## src/qrs_div.sv

```systemverilog
// ----------------------------------------------------------------------------
// qrs_div - pipelined unsigned restoring divider
// One quotient bit per stage, msb first.
// ----------------------------------------------------------------------------
module qrs_div #(
   parameter int NUM_W  = 34,
   parameter int DEN_W  = 17,
   parameter int SIDE_W = 1
) (
   input  logic                 clock,
   input  logic                 reset,
   input  logic                 in_valid,
   input  logic [NUM_W-1:0]     in_num,
   input  logic [DEN_W-1:0]     in_den,
   input  logic [SIDE_W-1:0]    in_side,
   output logic                 out_valid,
   output logic [NUM_W-1:0]     out_quot,
   output logic [SIDE_W-1:0]    out_side
);

   logic              vld_ff  [NUM_W];
   logic [NUM_W-1:0]  num_ff  [NUM_W];
   logic [DEN_W-1:0]  den_ff  [NUM_W];
   logic [DEN_W-1:0]  rem_ff  [NUM_W];
   logic [NUM_W-1:0]  quot_ff [NUM_W];
   logic [SIDE_W-1:0] side_ff [NUM_W];

   for (genvar i = 0; i < NUM_W; i++) begin : g_stage
      logic              v_cur;
      logic [NUM_W-1:0]  num_cur;
      logic [DEN_W-1:0]  den_cur;
      logic [DEN_W-1:0]  rem_cur;
      logic [NUM_W-1:0]  quot_cur;
      logic [SIDE_W-1:0] side_cur;
      logic [DEN_W:0]    rem_cat;
      logic [DEN_W:0]    rem_sub;
      logic [DEN_W-1:0]  rem_in;
      logic [NUM_W-1:0]  quot_in;

      if (i == 0) begin : g_src
         assign v_cur    = in_valid;
         assign num_cur  = in_num;
         assign den_cur  = in_den;
         assign rem_cur  = '0;
         assign quot_cur = '0;
         assign side_cur = in_side;
      end else begin : g_src
         assign v_cur    = vld_ff[i-1];
         assign num_cur  = num_ff[i-1];
         assign den_cur  = den_ff[i-1];
         assign rem_cur  = rem_ff[i-1];
         assign quot_cur = quot_ff[i-1];
         assign side_cur = side_ff[i-1];
      end

      always_comb begin
         rem_cat = {rem_cur, num_cur[NUM_W-1]};
         rem_sub = rem_cat - {1'b0, den_cur};
         if (rem_cat >= {1'b0, den_cur}) begin
            rem_in  = rem_sub[DEN_W-1:0];
            quot_in = {quot_cur[NUM_W-2:0], 1'b1};
         end else begin
            rem_in  = rem_cat[DEN_W-1:0];
            quot_in = {quot_cur[NUM_W-2:0], 1'b0};
         end
      end

      always_ff @(posedge clock) begin
         if (reset) begin
            vld_ff[i] <= 1'b0;
         end else begin
            vld_ff[i] <= v_cur;
         end
         num_ff[i]  <= {num_cur[NUM_W-2:0], 1'b0};
         den_ff[i]  <= den_cur;
         rem_ff[i]  <= rem_in;
         quot_ff[i] <= quot_in;
         side_ff[i] <= side_cur;
      end
   end

   assign out_valid = vld_ff[NUM_W-1];
   assign out_quot  = quot_ff[NUM_W-1];
   assign out_side  = side_ff[NUM_W-1];

endmodule

```

## config.mk

```make
export PLATFORM = sky130hd
export DESIGN_NAME = qrs_div
export DESIGN_NICKNAME = d
export VERILOG_FILES = /design/src/qrs_div.sv
export SDC_FILE = /design/constraint.sdc
export NUM_CORES = 2
export LEC_CHECK = 0
export BUFFER_PORTS_ARGS = -buffer_cell sky130_fd_sc_hd__buf_2
export CAP_MARGIN = 10
export CORE_ASPECT_RATIO = 0.7
export CORE_MARGIN = 5
export CORE_UTILIZATION = 40
export DETAILED_ROUTE_END_ITERATION = 10
export GPL_ROUTABILITY_DRIVEN = 0
export PLACE_DENSITY = 0.64
export REMOVE_ABC_BUFFERS = 1
export SYNTH_ARGS = -nofsm -noshare
export SYNTH_HDL_FRONTEND = slang
export SYNTH_SLANG_ARGS = --single-unit
```

## constraint.sdc

```tcl
create_clock -name clock -period 7.55 [get_ports clock]
set_input_delay 0.3775 -clock clock [delete_from_list [all_inputs] [get_ports clock]]
set_output_delay 0.3775 -clock clock [all_outputs]
set_load 0.01 [all_outputs]
```

==> results.py <==
metrics = {
    "status": {
        "status": "finished clean",
    },
    "logic_synthesis": {
        "yosysSeqAreaShare": 0.591,
        "synth_area_leaders": "dfxtp_1 59%, ha_1 8.9%, mux2_2 4.5%, inv_1 3.3%, xnor2_1 3.0%",
        "netlist_instances": 7000,
        "syn_avg_cell_area_sq_um": 11.3,
        "synth_seq_cells": 2346,
        "ys_types": 92,
        "synth.most_common_cell": "dfxtp_1",
        "async_flop_share": 0,
        "yosys.area.top_type_share": 0.591,
        "synth_area_sq_um": 79400,
        "synth-warning-count": 0,
        "synth_edf_count": 0,
        "yosysTopAreaCell": "dfxtp_1",
        "ys.flop_type": "dfxtp_1",
        "yosys-top-cells-count": "2,346 x dfxtp_1, 698 x inv_1, 563 x ha_1, 469 x a21oi_1, 346 x nor2_1",
    },
    "routing": {
        "drt_iter0_drc": 3073,
        "totalWireLength_microns": 139000,
        "drc": 0,
        "vias": 47700,
        "post_drt_wl_per_cell_microns": 13.8,
        "ant_nets": 0,
        "via_per_inst": 4.73,
        "dr.pass1.iters": 5,
    },
    "cells_and_area": {
        "fill_cells": 17700,
        "area_growth_pct": 14.7,
        "layout-drive-gt1-share": 0.114,
        "final_nets": 7942,
        "n_antenna_cell": 0,
    },
    "placed_design": {
        "portBuffers": 90,
        "dp_hpwl_microns": 99600,
    },
    "floorplan": {
        "die_y_microns": 383,
        "core_area_sq_um": 197000,
        "io_pins": 91,
        "initial_utilization": 0.403,
        "die_x_microns": 543,
        "rows": 136,
        "dieArea_sq_um": 208000,
    },
    "global_routing": {
        "grt_pass1_vias": 47000,
        "grt_max_degree": 35,
        "grt.total_usage": 0.132,
        "grt_overflow_total": 0,
        "antenna_found_initial": 3,
        "grt_first_pass_wirelength_microns": 233000,
    },
    "flow_run": {
        "drv_cap": 0,
    },
    "sta": {
        "maxSlewHeadroom": 0.208,
        "finalSetupViolCount": 0,
        "worstMarginPinSlew_ps": 1190,
        "fmax_mhz": 251,
        "layout_min_cycle_time_ps": 3990,
        "rsz0062_at_grt": "false",
        "clock_skew_ps": 76.4,
        "hold_violations": 0,
        "maxSlewViolCount": 0,
        "finalSetupTns_ps": 0,
        "finalCritPeriodShare": 0.528,
    },
    "power": {
        "p_per_area_nw_per_um2": 416,
        "fin_total_pwr_mw": 37.9,
        "power.leakage_nw": 41.0,
        "peakVddDrop_uv": 257,
    },
    "worst_setup_path": {
        "start_kind": "flop",
        "required_ps": 8250,
        "r2r-start": "num_ff[3][32]",
        "reg2reg_to": "rem_ff[4][15]",
        "path_max_fanout": 29,
        "path_class": "reg2reg",
        "worst-r2r-cell-count": 12,
        "rrSetupSlack_ps": 3560,
        "critPathArrivalTime_ps": 4690,
        "end_kind": "flop",
    },
    "clocking": {
        "cts_inserted_buffers": 221,
        "htree_levels": 4,
        "cts.root.buffer_cell": "clkbuf_16",
        "insertion_delay_ps": 840,
        "cts_tree": "done",
        "clk_pin_slew_ps": 60,
        "cts_sinks": 2346,
        "cts_max_path_buffers": 4,
    },
    "worst_hold_path": {
        "hold_depth": 2,
        "hold_path.class": "in2reg",
        "whs_endpoint": "num_ff[0][14]",
        "worstHoldStart": "in_num[14]",
    },
}
==> kinds of logic (layout without fill, tap and decap cells) <==
group	count (synthesis)	in the layout	synth area share
buffers and inverters	787	1251	0.0382
multiplexers	355	355	0.0502
AO/OA/AOI/OAI	1375	1375	0.109
XOR/XNOR	425	425	0.0469
adder cells (fa/ha/maj)	595	595	0.0967
AND/OR/NAND/NOR	1117	1117	0.0674
flip-flops	2346	2346	0.591
==> how the worst max path moves through the flow <==
stage	from	to	slack, ps
CTS	num_ff[3][32]	rem_ff[4][15]	3580
global route	num_ff[3][32]	rem_ff[4][15]	3250
finish	num_ff[3][32]	rem_ff[4][15]	3560
global placement	num_ff[3][32]	rem_ff[4][1]	3760
detailed placement	num_ff[3][32]	rem_ff[4][9]	3650
floorplan	num_ff[15][32]	rem_ff[16][1]	3600
==> cells in the final DEF (no fill, tap or decap), drive strengths merged, types with 95 or more instances in the layout <==
| master | instances |
|---|---|
| ha | 563 |
| nand2 | 259 |
| nor2 | 346 |
| xnor2 | 269 |
| nor2b | 95 |
| buf | 101 |
| xor2 | 156 |
| clkbuf | 287 |
| inv | 704 |
| a21o | 193 |
| mux2 | 323 |
| dfxtp | 2346 |
| a21oi | 470 |
| o21ai | 297 |
==> repair_timing <==
item | 4_1_cts | 5_1_grt
setup buffers | 0 | 0
gates resized for setup | 0 | 0
hold buffers | 55 | 0
endpoints found under the hold margin | 76 | 0
==> sequential cells by signal, indices dropped and copies added (netlist names) <==
register	cells
quot_ff	595
den_ff	561
num_ff	561
rem_ff	561
side_ff	34
vld_ff	34
==> where the power goes <==
group | switching (mW) | total [mW] | internal (mW) | leakage, nW
sequential | 1.01 | 15.6 | 14.6 | 19.6
clock | 4.62 | 11.5 | 6.88 | 3.72
combinational | 5.70 | 10.8 | 5.11 | 17.7
total | 11.3 | 37.9 | 26.6 | 41.0
==> metrics by stage <==
step                      setup WS (ps)  hold slack, ps  instance area [sq um]  std cells   util
after floorplan                    3600             310                  79000       6913      -
after global placement             3760             310                  82900       9634  0.421
after detailed placement           3650             312                  82900       9634  0.421
after CTS                          3580            74.3                  91100      10100  0.463
after global routing               3250             107                  91100      10100  0.463
final                              3560             166                  91100      10100  0.463
==> layout make-up <==
cell class,count,area [sq um],share of cell area
multi-input combinational,3867,29500,0.324
timing repair buffer,156,1090,0.0120
inverter,700,2630,0.0288
clock inverter,108,1530,0.0168
tap,2622,3280,0.0360
sequential,2346,47000,0.515
clock buffer,287,6150,0.0675
==> worst max-delay path: stages (launching register included) <==
cell      delay [ps]
dfxtp_1          310
inv_1             70
ha_1             180
inv_1             60
fa_1             420
a21o_1           190
a21oi_1          280
o21bai_1         120
a21oi_1          320
o21ai_0          310
o211ai_1         260
nand3_1          770
mux2_2           580
==> metal layers <==
layer	up-vias	share of wire	track usage
met2	918	0.41	0.197
met5	-	0	0
met1	22200	0.51	0.193
met4	0	0.023	0.0366
met3	245	0.053	0.0259
li1	24300	-	-
Power figures use the tool's default switching activity.
