$ cat config.mk
export PLATFORM = sky130hd
export DESIGN_NAME = qrs_sqrt
export DESIGN_NICKNAME = d
export VERILOG_FILES = /design/src/qrs_sqrt.sv
export SDC_FILE = /design/constraint.sdc
export NUM_CORES = 1
export LEC_CHECK = 0
export ABC_AREA = 1
export BUFFER_PORTS_ARGS = -buffer_cell sky130_fd_sc_hd__buf_2
export CORE_AREA = 2 2 236 238
export DETAILED_ROUTE_END_ITERATION = 7
export DIE_AREA = 0 0 238 240
export PLACE_DENSITY = 0.71
export SLEW_MARGIN = 20
export SYNTH_ARGS = -nofsm -noshare
export SYNTH_HDL_FRONTEND = slang
export SYNTH_SLANG_ARGS = --single-unit
export TNS_END_PERCENT = 50
$ cat constraint.sdc
create_clock -name clock -period 3.9 [get_ports clock]
set_input_delay 0 -clock clock [delete_from_list [all_inputs] [get_ports clock]]
set_output_delay 0 -clock clock [all_outputs]
set_load 0.1 [all_outputs]
$ cat src/qrs_sqrt.sv
// ----------------------------------------------------------------------------
// qrs_sqrt - pipelined floor square root
// One root bit per stage, two radicand bits consumed per stage.
// ----------------------------------------------------------------------------
module qrs_sqrt #(
   parameter int RAD_W  = 34,
   parameter int SIDE_W = 1
) (
   input  logic                 clock,
   input  logic                 reset,
   input  logic                 in_valid,
   input  logic [RAD_W-1:0]     in_rad,
   input  logic [SIDE_W-1:0]    in_side,
   output logic                 out_valid,
   output logic [RAD_W/2-1:0]   out_root,
   output logic [SIDE_W-1:0]    out_side
);

   localparam int STAGES = RAD_W / 2;
   localparam int REM_W  = STAGES + 2;

   logic              vld_ff  [STAGES];
   logic [RAD_W-1:0]  rad_ff  [STAGES];
   logic [REM_W-1:0]  rem_ff  [STAGES];
   logic [STAGES-1:0] root_ff [STAGES];
   logic [SIDE_W-1:0] side_ff [STAGES];

   for (genvar i = 0; i < STAGES; i++) begin : g_stage
      logic              v_cur;
      logic [RAD_W-1:0]  rad_cur;
      logic [REM_W-1:0]  rem_cur;
      logic [STAGES-1:0] root_cur;
      logic [SIDE_W-1:0] side_cur;
      logic [REM_W-1:0]  rem_cat;
      logic [REM_W-1:0]  trial;
      logic [REM_W-1:0]  rem_in;
      logic [STAGES-1:0] root_in;

      if (i == 0) begin : g_src
         assign v_cur    = in_valid;
         assign rad_cur  = in_rad;
         assign rem_cur  = '0;
         assign root_cur = '0;
         assign side_cur = in_side;
      end else begin : g_src
         assign v_cur    = vld_ff[i-1];
         assign rad_cur  = rad_ff[i-1];
         assign rem_cur  = rem_ff[i-1];
         assign root_cur = root_ff[i-1];
         assign side_cur = side_ff[i-1];
      end

      always_comb begin
         rem_cat = {rem_cur[REM_W-3:0], rad_cur[RAD_W-1 -: 2]};
         trial   = {root_cur, 2'b01};
         if (rem_cat >= trial) begin
            rem_in  = rem_cat - trial;
            root_in = {root_cur[STAGES-2:0], 1'b1};
         end else begin
            rem_in  = rem_cat;
            root_in = {root_cur[STAGES-2:0], 1'b0};
         end
      end

      always_ff @(posedge clock) begin
         if (reset) begin
            vld_ff[i] <= 1'b0;
         end else begin
            vld_ff[i] <= v_cur;
         end
         rad_ff[i]  <= {rad_cur[RAD_W-3:0], 2'b00};
         rem_ff[i]  <= rem_in;
         root_ff[i] <= root_in;
         side_ff[i] <= side_cur;
      end
   end

   assign out_valid = vld_ff[STAGES-1];
   assign out_root  = root_ff[STAGES-1];
   assign out_side  = side_ff[STAGES-1];

endmodule

==> flow_metrics.env, run 1 <==
export IMPL_status="finished, final reports clean"
export IMPL_holdBufCountCts=58
export IMPL_path_delay_family="simple AND/OR/NAND/NOR gates"
export IMPL_path_buf_inv=1
export IMPL_antenna_found_initial=1
export IMPL_worstSetupEndpointType="flop"
export IMPL_row_count=86
export IMPL_busiest_layer="met2"
export IMPL_ys_flop_type="dfxtp_1"
export IMPL_critPathLaunchType="flop"
export IMPL_wl_per_cell_um=13.0
export IMPL_ios=57
export IMPL_cts_tree="built"
export IMPL_grt_ovfl_total=0
export IMPL_cp_required_ns=4.38
export IMPL_drt_pass1_iterations=6
export IMPL_fp_dieH_um=240
export IMPL_cts_sinks=713
export IMPL_cp_max_fo=18
export IMPL_fin_crit_sh=0.608
export IMPL_ant_nets=0
export IMPL_skew_ns=0.0355
export IMPL_met3_usage=0.0351
export IMPL_timing_setup_tns_ns=0
export IMPL_cpMostUsedCell="nand2_1"
export IMPL_postLayoutCoreUtil=0.615
export IMPL_synth_seq_cells=713
export IMPL_grt_pass1_vias=21816
export IMPL_cts_buffer_depth=3
export IMPL_numCtsBuffers=72
export IMPL_clk_latency_ns=0.61
export IMPL_critPathKind="reg2reg"
export IMPL_hold_depth=2
export IMPL_place_ws_ns=1.60
export IMPL_synth_seq_area_share=0.480
export IMPL_fin_ws_ns=1.53
export IMPL_rsz0062_at_grt="false"
export IMPL_wirelength_um=62200
export IMPL_grtUsageMet1=0.271
export IMPL_reg2reg_depth=8
export IMPL_cp_depth=8
export IMPL_hpwl_um=47000
export IMPL_gr_usage_met2=0.391
export IMPL_hold_violations=0
export IMPL_critPathMaxStageDelay_ns=0.50
export IMPL_dieArea_um2=57100
export IMPL_powerDensity_nw_per_um2=686
export IMPL_numPortBuffers=56
export IMPL_diodes=0
export IMPL_area_delta_synth_final_pct=13.1
export IMPL_cp_slowest_cell="nor2_2"
export IMPL_maxSlewViolCount=0
export IMPL_cts_setup_buffers=0
export IMPL_grt_usage=0.221
export IMPL_ys_warn_count=0
export IMPL_h_tree_depth=3
export IMPL_synthesis_nets=4071
export IMPL_worstPathCellList="inv_1 > ha_1 > a21oi_1 > nand2_1 > nor2_2 > nand3_4 > nand2_1 > nand2_1"
export IMPL_place_congestion=0.896
export IMPL_fin_nets=4221
export IMPL_drv_cap=0
export IMPL_synth_edf_count=0
export IMPL_max_freq_ghz=0.422
export IMPL_grt_pass1_wl_um=103000
export IMPL_synthCells=3863
export IMPL_period_minus_slack_ns=2.37
export IMPL_ir_worst_vdd_uv=483
export IMPL_initial_core_util=0.544
export IMPL_die_x_um=238
export IMPL_drt_initial_drc_count=1344
export IMPL_drive_gt1_frac=0.0758
export IMPL_yosysUniqueCellTypes=49
export IMPL_tightest_slew_ns=0.704
export IMPL_grt_start_max_net_pins=20
export IMPL_maxSlewHeadroom=0.530
export IMPL_critPathArrivalTime_ns=2.85
export IMPL_clockRootBuffer="clkbuf_16"
export IMPL_coreArea_um2=54700
export IMPL_num_vias=22754
export IMPL_hp_class="in2reg"
export IMPL_syn_area_per_cell_um2=7.69
export IMPL_postSynth_asyncResetShare=0
export IMPL_cts_resized_gates=0
export IMPL_drcViolationCount=0
export IMPL_setup_viol=0
export IMPL_leakagePower_nw=18.5
export IMPL_clk_pin_slew_ns=0.06
export IMPL_drt_vias_per_instance=4.77
export IMPL_netlist_area_um2=29700
-- synth_stat cells, types with 3 or more instances --
library cell | n | area (um2)
ha_1 | 170 | 2130
nand2_4 | 4 | 45.0
a21oi_2 | 4 | 35.0
nand3_4 | 7 | 123
nor2_1 | 212 | 796
o21ai_2 | 3 | 26.3
nand3b_1 | 27 | 203
nor2_2 | 21 | 131
nand4_1 | 99 | 619
a21oi_1 | 120 | 601
nor3_1 | 34 | 170
inv_2 | 15 | 56.3
buf_4 | 5 | 37.5
buf_2 | 18 | 90.1
xnor2_1 | 26 | 228
and2_1 | 4 | 25.0
or2_2 | 15 | 93.8
nand2_2 | 35 | 219
nand3_2 | 10 | 100
nand2_1 | 1241 | 4660
xor2_1 | 66 | 578
o21ai_1 | 10 | 50.1
nor3_2 | 5 | 50.1
buf_6 | 9 | 101
dfxtp_1 | 713 | 14300
inv_1 | 697 | 2620
o21ai_0 | 59 | 295
nor2_4 | 10 | 113
nand3_1 | 194 | 971
-- cells by family (layout without fill, tap and decap cells) --
| family | after synthesis | count (layout) | synth area share |
|---|---|---|---|
| buffers and inverters | 750 | 952 | 0.0997 |
| other | 1 | 1 | 0.000126 |
| xor gates and xnor gates | 92 | 92 | 0.0271 |
| and+or+nand+nor | 1929 | 1929 | 0.284 |
| DFF | 713 | 713 | 0.480 |
| AOI/OAI and AO/OA | 208 | 208 | 0.0369 |
| adders and majority gates | 170 | 170 | 0.0716 |
-- through the flow --
| stage | total power [mW] | instance area, um2 | std cells | hold slack [ns] |
|---|---|---|---|---|
| 2_1_floorplan | 14.6 | 29700 | 3863 | 0.0277 |
| 3_3_place_gp | 16.1 | 30600 | 4585 | 0.103 |
| 3_5_place_dp | 16.2 | 30600 | 4585 | 0.104 |
| 4_1_cts | 23.2 | 33600 | 4769 | 0.00339 |
| 5_1_grt | 24.7 | 33600 | 4769 | 0.00587 |
| 6_report | 23.1 | 33600 | 4769 | 0.0276 |
-- routing by layer --
layer	vias up	wire, um
met5	-	0
met4	0	2060
met3	132	2730
met2	470	29800
met1	10004	27600
li1	12148	-
-- report_power, final --
group	total (mW)	internal, mW	switching (mW)
Combinational	6.54	2.29	4.25
Clock	6.91	4.03	2.88
Sequential	9.62	8.66	0.954
-- registers in the layout, indices dropped and copies added (netlist names) --
| signal | flops |
|---|---|
| rad_ff | 272 |
| rem_ff | 254 |
| root_ff | 153 |
| side_ff | 17 |
| vld_ff | 17 |
-- cell type report --
class                      instances  area [um2]
clock inverter                    32         443
tap                              704         881
timing repair buffer             114         861
fill                            4890       21000
multi-input combinational       2400       12500
clock buffer                      94        2000
inverter                         712        2670
sequential                       713       14300
-- final timing paths --
path	from	end	slack, ns
max	root_ff[10][10]	rem_ff[0][217]	1.53
min	in_rad[21]	rad_ff[0][21]	0.03
max reg2reg	root_ff[10][10]	rem_ff[0][217]	1.53
min reg2reg	rad_ff[0][210]	rad_ff[0][244]	0.32
-- placed cells by master (no fill, tap or decap), types with 3 or more instances in the layout --
master,synthesis,layout
a21oi_2,4,4
clkbuf_16,0,72
dlygate4sd3_1,0,58
clkbuf_1,2,10
ha_1,170,170
bufinv_16,0,5
inv_2,15,15
clkinvlp_4,0,3
buf_2,18,56
or2_2,15,15
nor2_1,212,212
nor2_2,21,21
nand2_2,35,35
a21oi_1,120,120
and2_1,4,4
o21ai_2,3,3
nor3_2,5,5
nand3b_1,27,27
inv_16,0,3
nand2_4,4,4
o21ai_1,10,10
nor2_4,10,10
clkinv_4,0,3
xor2_1,66,66
nand3_1,194,194
nor3_1,34,34
nand4_1,99,99
nand3_4,7,7
o21ai_0,59,59
clkinv_2,0,12
xnor2_1,26,26
inv_1,697,697
clkinv_16,0,3
dfxtp_1,713,713
nand3_2,10,10
clkbuf_8,0,12
nand2_1,1241,1241
No activity file was read; power rests on OpenSTA's default activity.
==> run 2, diff against run 1 <==
Settings changed: PLACE_DENSITY 0.71 to 0.73.
Clock period 3.9 ns to 2.04 ns, I/O delays scaled along.
==> run 2 against run 1 <==
  * Core utilization grew 1.4 points
  * Non-clock buffer count grew 60
  * Highest routed layer unchanged
  * Worst setup slack worse by 1.4 ns
  * Clock skew is 0.010 ns lower
  * Die area unchanged
  * Critical endpoint is now rem_ff[0][167]
==> flow_metrics.env, run 2 (same netlist as run 1, synthesis figures left out) <==
export IMPL_grt_pass1_vias=22270
export IMPL_grt_pass1_wl_um=104000
export IMPL_path_delay_family="compound AO/OA/AOI/OAI gates"
export IMPL_hpwl_um=48100
export IMPL_num_vias=23349
export IMPL_clk_pin_slew_ns=0.06
export IMPL_final_cell_mix="nand2_1 (1,238), dfxtp_1 (712), inv_1 (697)"
export IMPL_path_buf_inv=3
export IMPL_grt_usage=0.223
export IMPL_clk_latency_ns=0.61
export IMPL_cp_max_fo=9
export IMPL_hold_violations=0
export IMPL_worstSetupEndpointType="flop"
export IMPL_maxSlewViolCount=0
export IMPL_regToRegSetupSlack_ns=0.12
export IMPL_cts_sinks=713
export IMPL_cpMostUsedCell="inv_1"
export IMPL_area_delta_synth_final_pct=15.7
export IMPL_reg2reg_from="root_ff[7][6]"
export IMPL_tightest_slew_ns=0.702
export IMPL_hp_class="in2reg"
export IMPL_numPortBuffers=56
export IMPL_holdCritStartpoint="in_rad[26]"
export IMPL_wl_per_cell_um=13.2
export IMPL_critPathLaunchType="flop"
export IMPL_cp_required_ns=2.53
export IMPL_pwr_share_comb=0.297
export IMPL_ant_nets=0
export IMPL_drive_gt1_frac=0.0988
export IMPL_max_freq_ghz=0.521
export IMPL_antenna_found_initial=0
export IMPL_worstPathCellList="inv_1 > ha_1 > a21oi_2 > o21ai_0 > inv_1 > nand2_1 > nor2_2 > buf_4 > a21oi_1"
export IMPL_r2r_end="rem_ff[0][167]"
export IMPL_critPathArrivalTime_ns=2.41
export IMPL_h_tree_depth=3
export IMPL_place_congestion=0.877
export IMPL_power_switching_mw=15.7
export IMPL_largest_reg_flops=272
export IMPL_drt_initial_drc_count=1367
export IMPL_route_met2_wl_um=30800
export IMPL_highest_layer="met4"
export IMPL_critPathMaxStageDelay_ns=0.38
export IMPL_drv_cap=0
export IMPL_status="finished, final reports clean"
export IMPL_holdPathEnd="rad_ff[0][26]"
export IMPL_setup_viol=0
export IMPL_fillCellCount=4793
export IMPL_period_minus_slack_ns=1.92
export IMPL_dieArea_um2=57100
export IMPL_reg_top3="rad_ff (272), rem_ff (254), root_ff (153)"
export IMPL_final_common_cell="nand2_1"
export IMPL_critPathLaunch="root_ff[7][6]"
export IMPL_swShare=0.350
export IMPL_die_x_um=238
export IMPL_grt_ovfl_total=0
export IMPL_wirelength_met1_um=28300
export IMPL_clockRootBuffer="clkbuf_16"
export IMPL_top_register="rad_ff"
export IMPL_maxSlewHeadroom=0.528
export IMPL_ios=57
export IMPL_cts_buffer_depth=3
export IMPL_pwr_share_seq=0.411
export IMPL_reg2reg_depth=9
export IMPL_grt_start_max_net_pins=20
export IMPL_rsz0062_at_grt="true"
export IMPL_postLayoutCoreUtil=0.629
export IMPL_coreArea_um2=54700
export IMPL_cts_tree="built"
export IMPL_row_count=86
export IMPL_p_total_mw=44.8
export IMPL_drt_vias_per_instance=4.83
export IMPL_routed_wl_met3_um=2650
export IMPL_leakagePower_nw=18.8
export IMPL_ir_worst_vdd_uv=910
export IMPL_power_share_clock=0.292
export IMPL_drcViolationCount=0
export IMPL_powerDensity_nw_per_um2=1300
export IMPL_initial_core_util=0.544
export IMPL_internal_power_mw=29.1
export IMPL_fin_crit_sh=0.941
export IMPL_skew_ns=0.0251
export IMPL_fin_nets=4285
export IMPL_drt_pass1_iterations=5
export IMPL_numCtsBuffers=72
export IMPL_wirelength_um=63700
export IMPL_critPathKind="reg2reg"
export IMPL_cp_slowest_cell="ha_1"
export IMPL_hold_depth=2
export IMPL_fp_dieH_um=240
-- run 2: changes by cell type in the layout (fill, tap and decap cells not counted), moves of 5 or more --
| cell | change |
|---|---|
| buf_12 | +7 |
| buf_4 | +61 |
| dlygate4sd3_1 | -9 |
| ha_1 | -17 |
| ha_2 | +6 |
| ha_4 | +11 |
| nand2_4 | +5 |
| nor2_1 | -5 |
-- run 2: final cells by class --
| class | count | area, um2 | share of cell area |
|---|---|---|---|
| tap | 704 | 881 | 0.0256 |
| multi-input combinational | 2404 | 12800 | 0.372 |
| timing repair buffer | 174 | 1380 | 0.0401 |
| sequential | 713 | 14300 | 0.415 |
| clock inverter | 31 | 365 | 0.0106 |
| antenna | 2 | 5.00 | 0.000146 |
| clock buffer | 96 | 2010 | 0.0586 |
| inverter | 712 | 2680 | 0.0779 |
-- run 2: timing repair --
| action | 4_1_cts | 5_1_grt |
|---|---|---|
| endpoints found under the hold margin | 53 | 0 |
| cloned | 0 | 4 |
| pin swaps | 0 | 11 |
| setup buffers | 0 | 5 |
| resized for setup | 2 | 46 |
| hold buffers | 49 | 0 |
| setup endpoints to repair | 19 | 134 |
-- run 2: worst max-delay path by stage --
| stage | slack (ns) | cells past startpoint | endpoint |
|---|---|---|---|
| final | 0.12 | 9 | rem_ff[0][167] |
| after global routing | -0.01 | 12 | rem_ff[0][177] |
| after CTS | 0.007 | 10 | rem_ff[0][199] |
| after detailed placement | -0.05 | 10 | rem_ff[0][199] |
| after global placement | -0.02 | 10 | rem_ff[0][192] |
| after floorplan | 0.38 | 11 | rem_ff[0][139] |
-- run 2: power groups by stage --
| stage | registers (mW) | clock network, mW | logic [mW] |
|---|---|---|---|
| after global placement | 18.6 | 0 | 12.6 |
| after detailed placement | 18.7 | 0 | 12.8 |
| after global routing | 18.7 | 13.9 | 15.2 |
| after floorplan | 18.2 | 0 | 9.71 |
| after CTS | 18.4 | 13.3 | 13.0 |
| final | 18.4 | 13.1 | 13.3 |
-- run 2: metrics by stage --
| step | hold WS (ns) | TNS (ns) | area, um2 | worst slack, ns | cells |
|---|---|---|---|---|---|
| final | 0.0232 | 0 | 34400 | 0.120 | 4836 |
| after global routing | 0.0133 | -0.0428 | 34400 | -0.0147 | 4834 |
| after CTS | 0.000511 | 0 | 34000 | 0.00719 | 4825 |
| after detailed placement | 0.104 | -0.469 | 31100 | -0.0467 | 4649 |
| after global placement | 0.103 | -0.176 | 31100 | -0.0154 | 4649 |
| after floorplan | 0.0277 | 0 | 29700 | 0.377 | 3863 |
-- run 2: per-layer routing --
metal,vias up,global-route usage
met3,125,0.0280
met5,-,0
met4,0,0.0850
li1,12328,-
met2,505,0.398
met1,10391,0.275
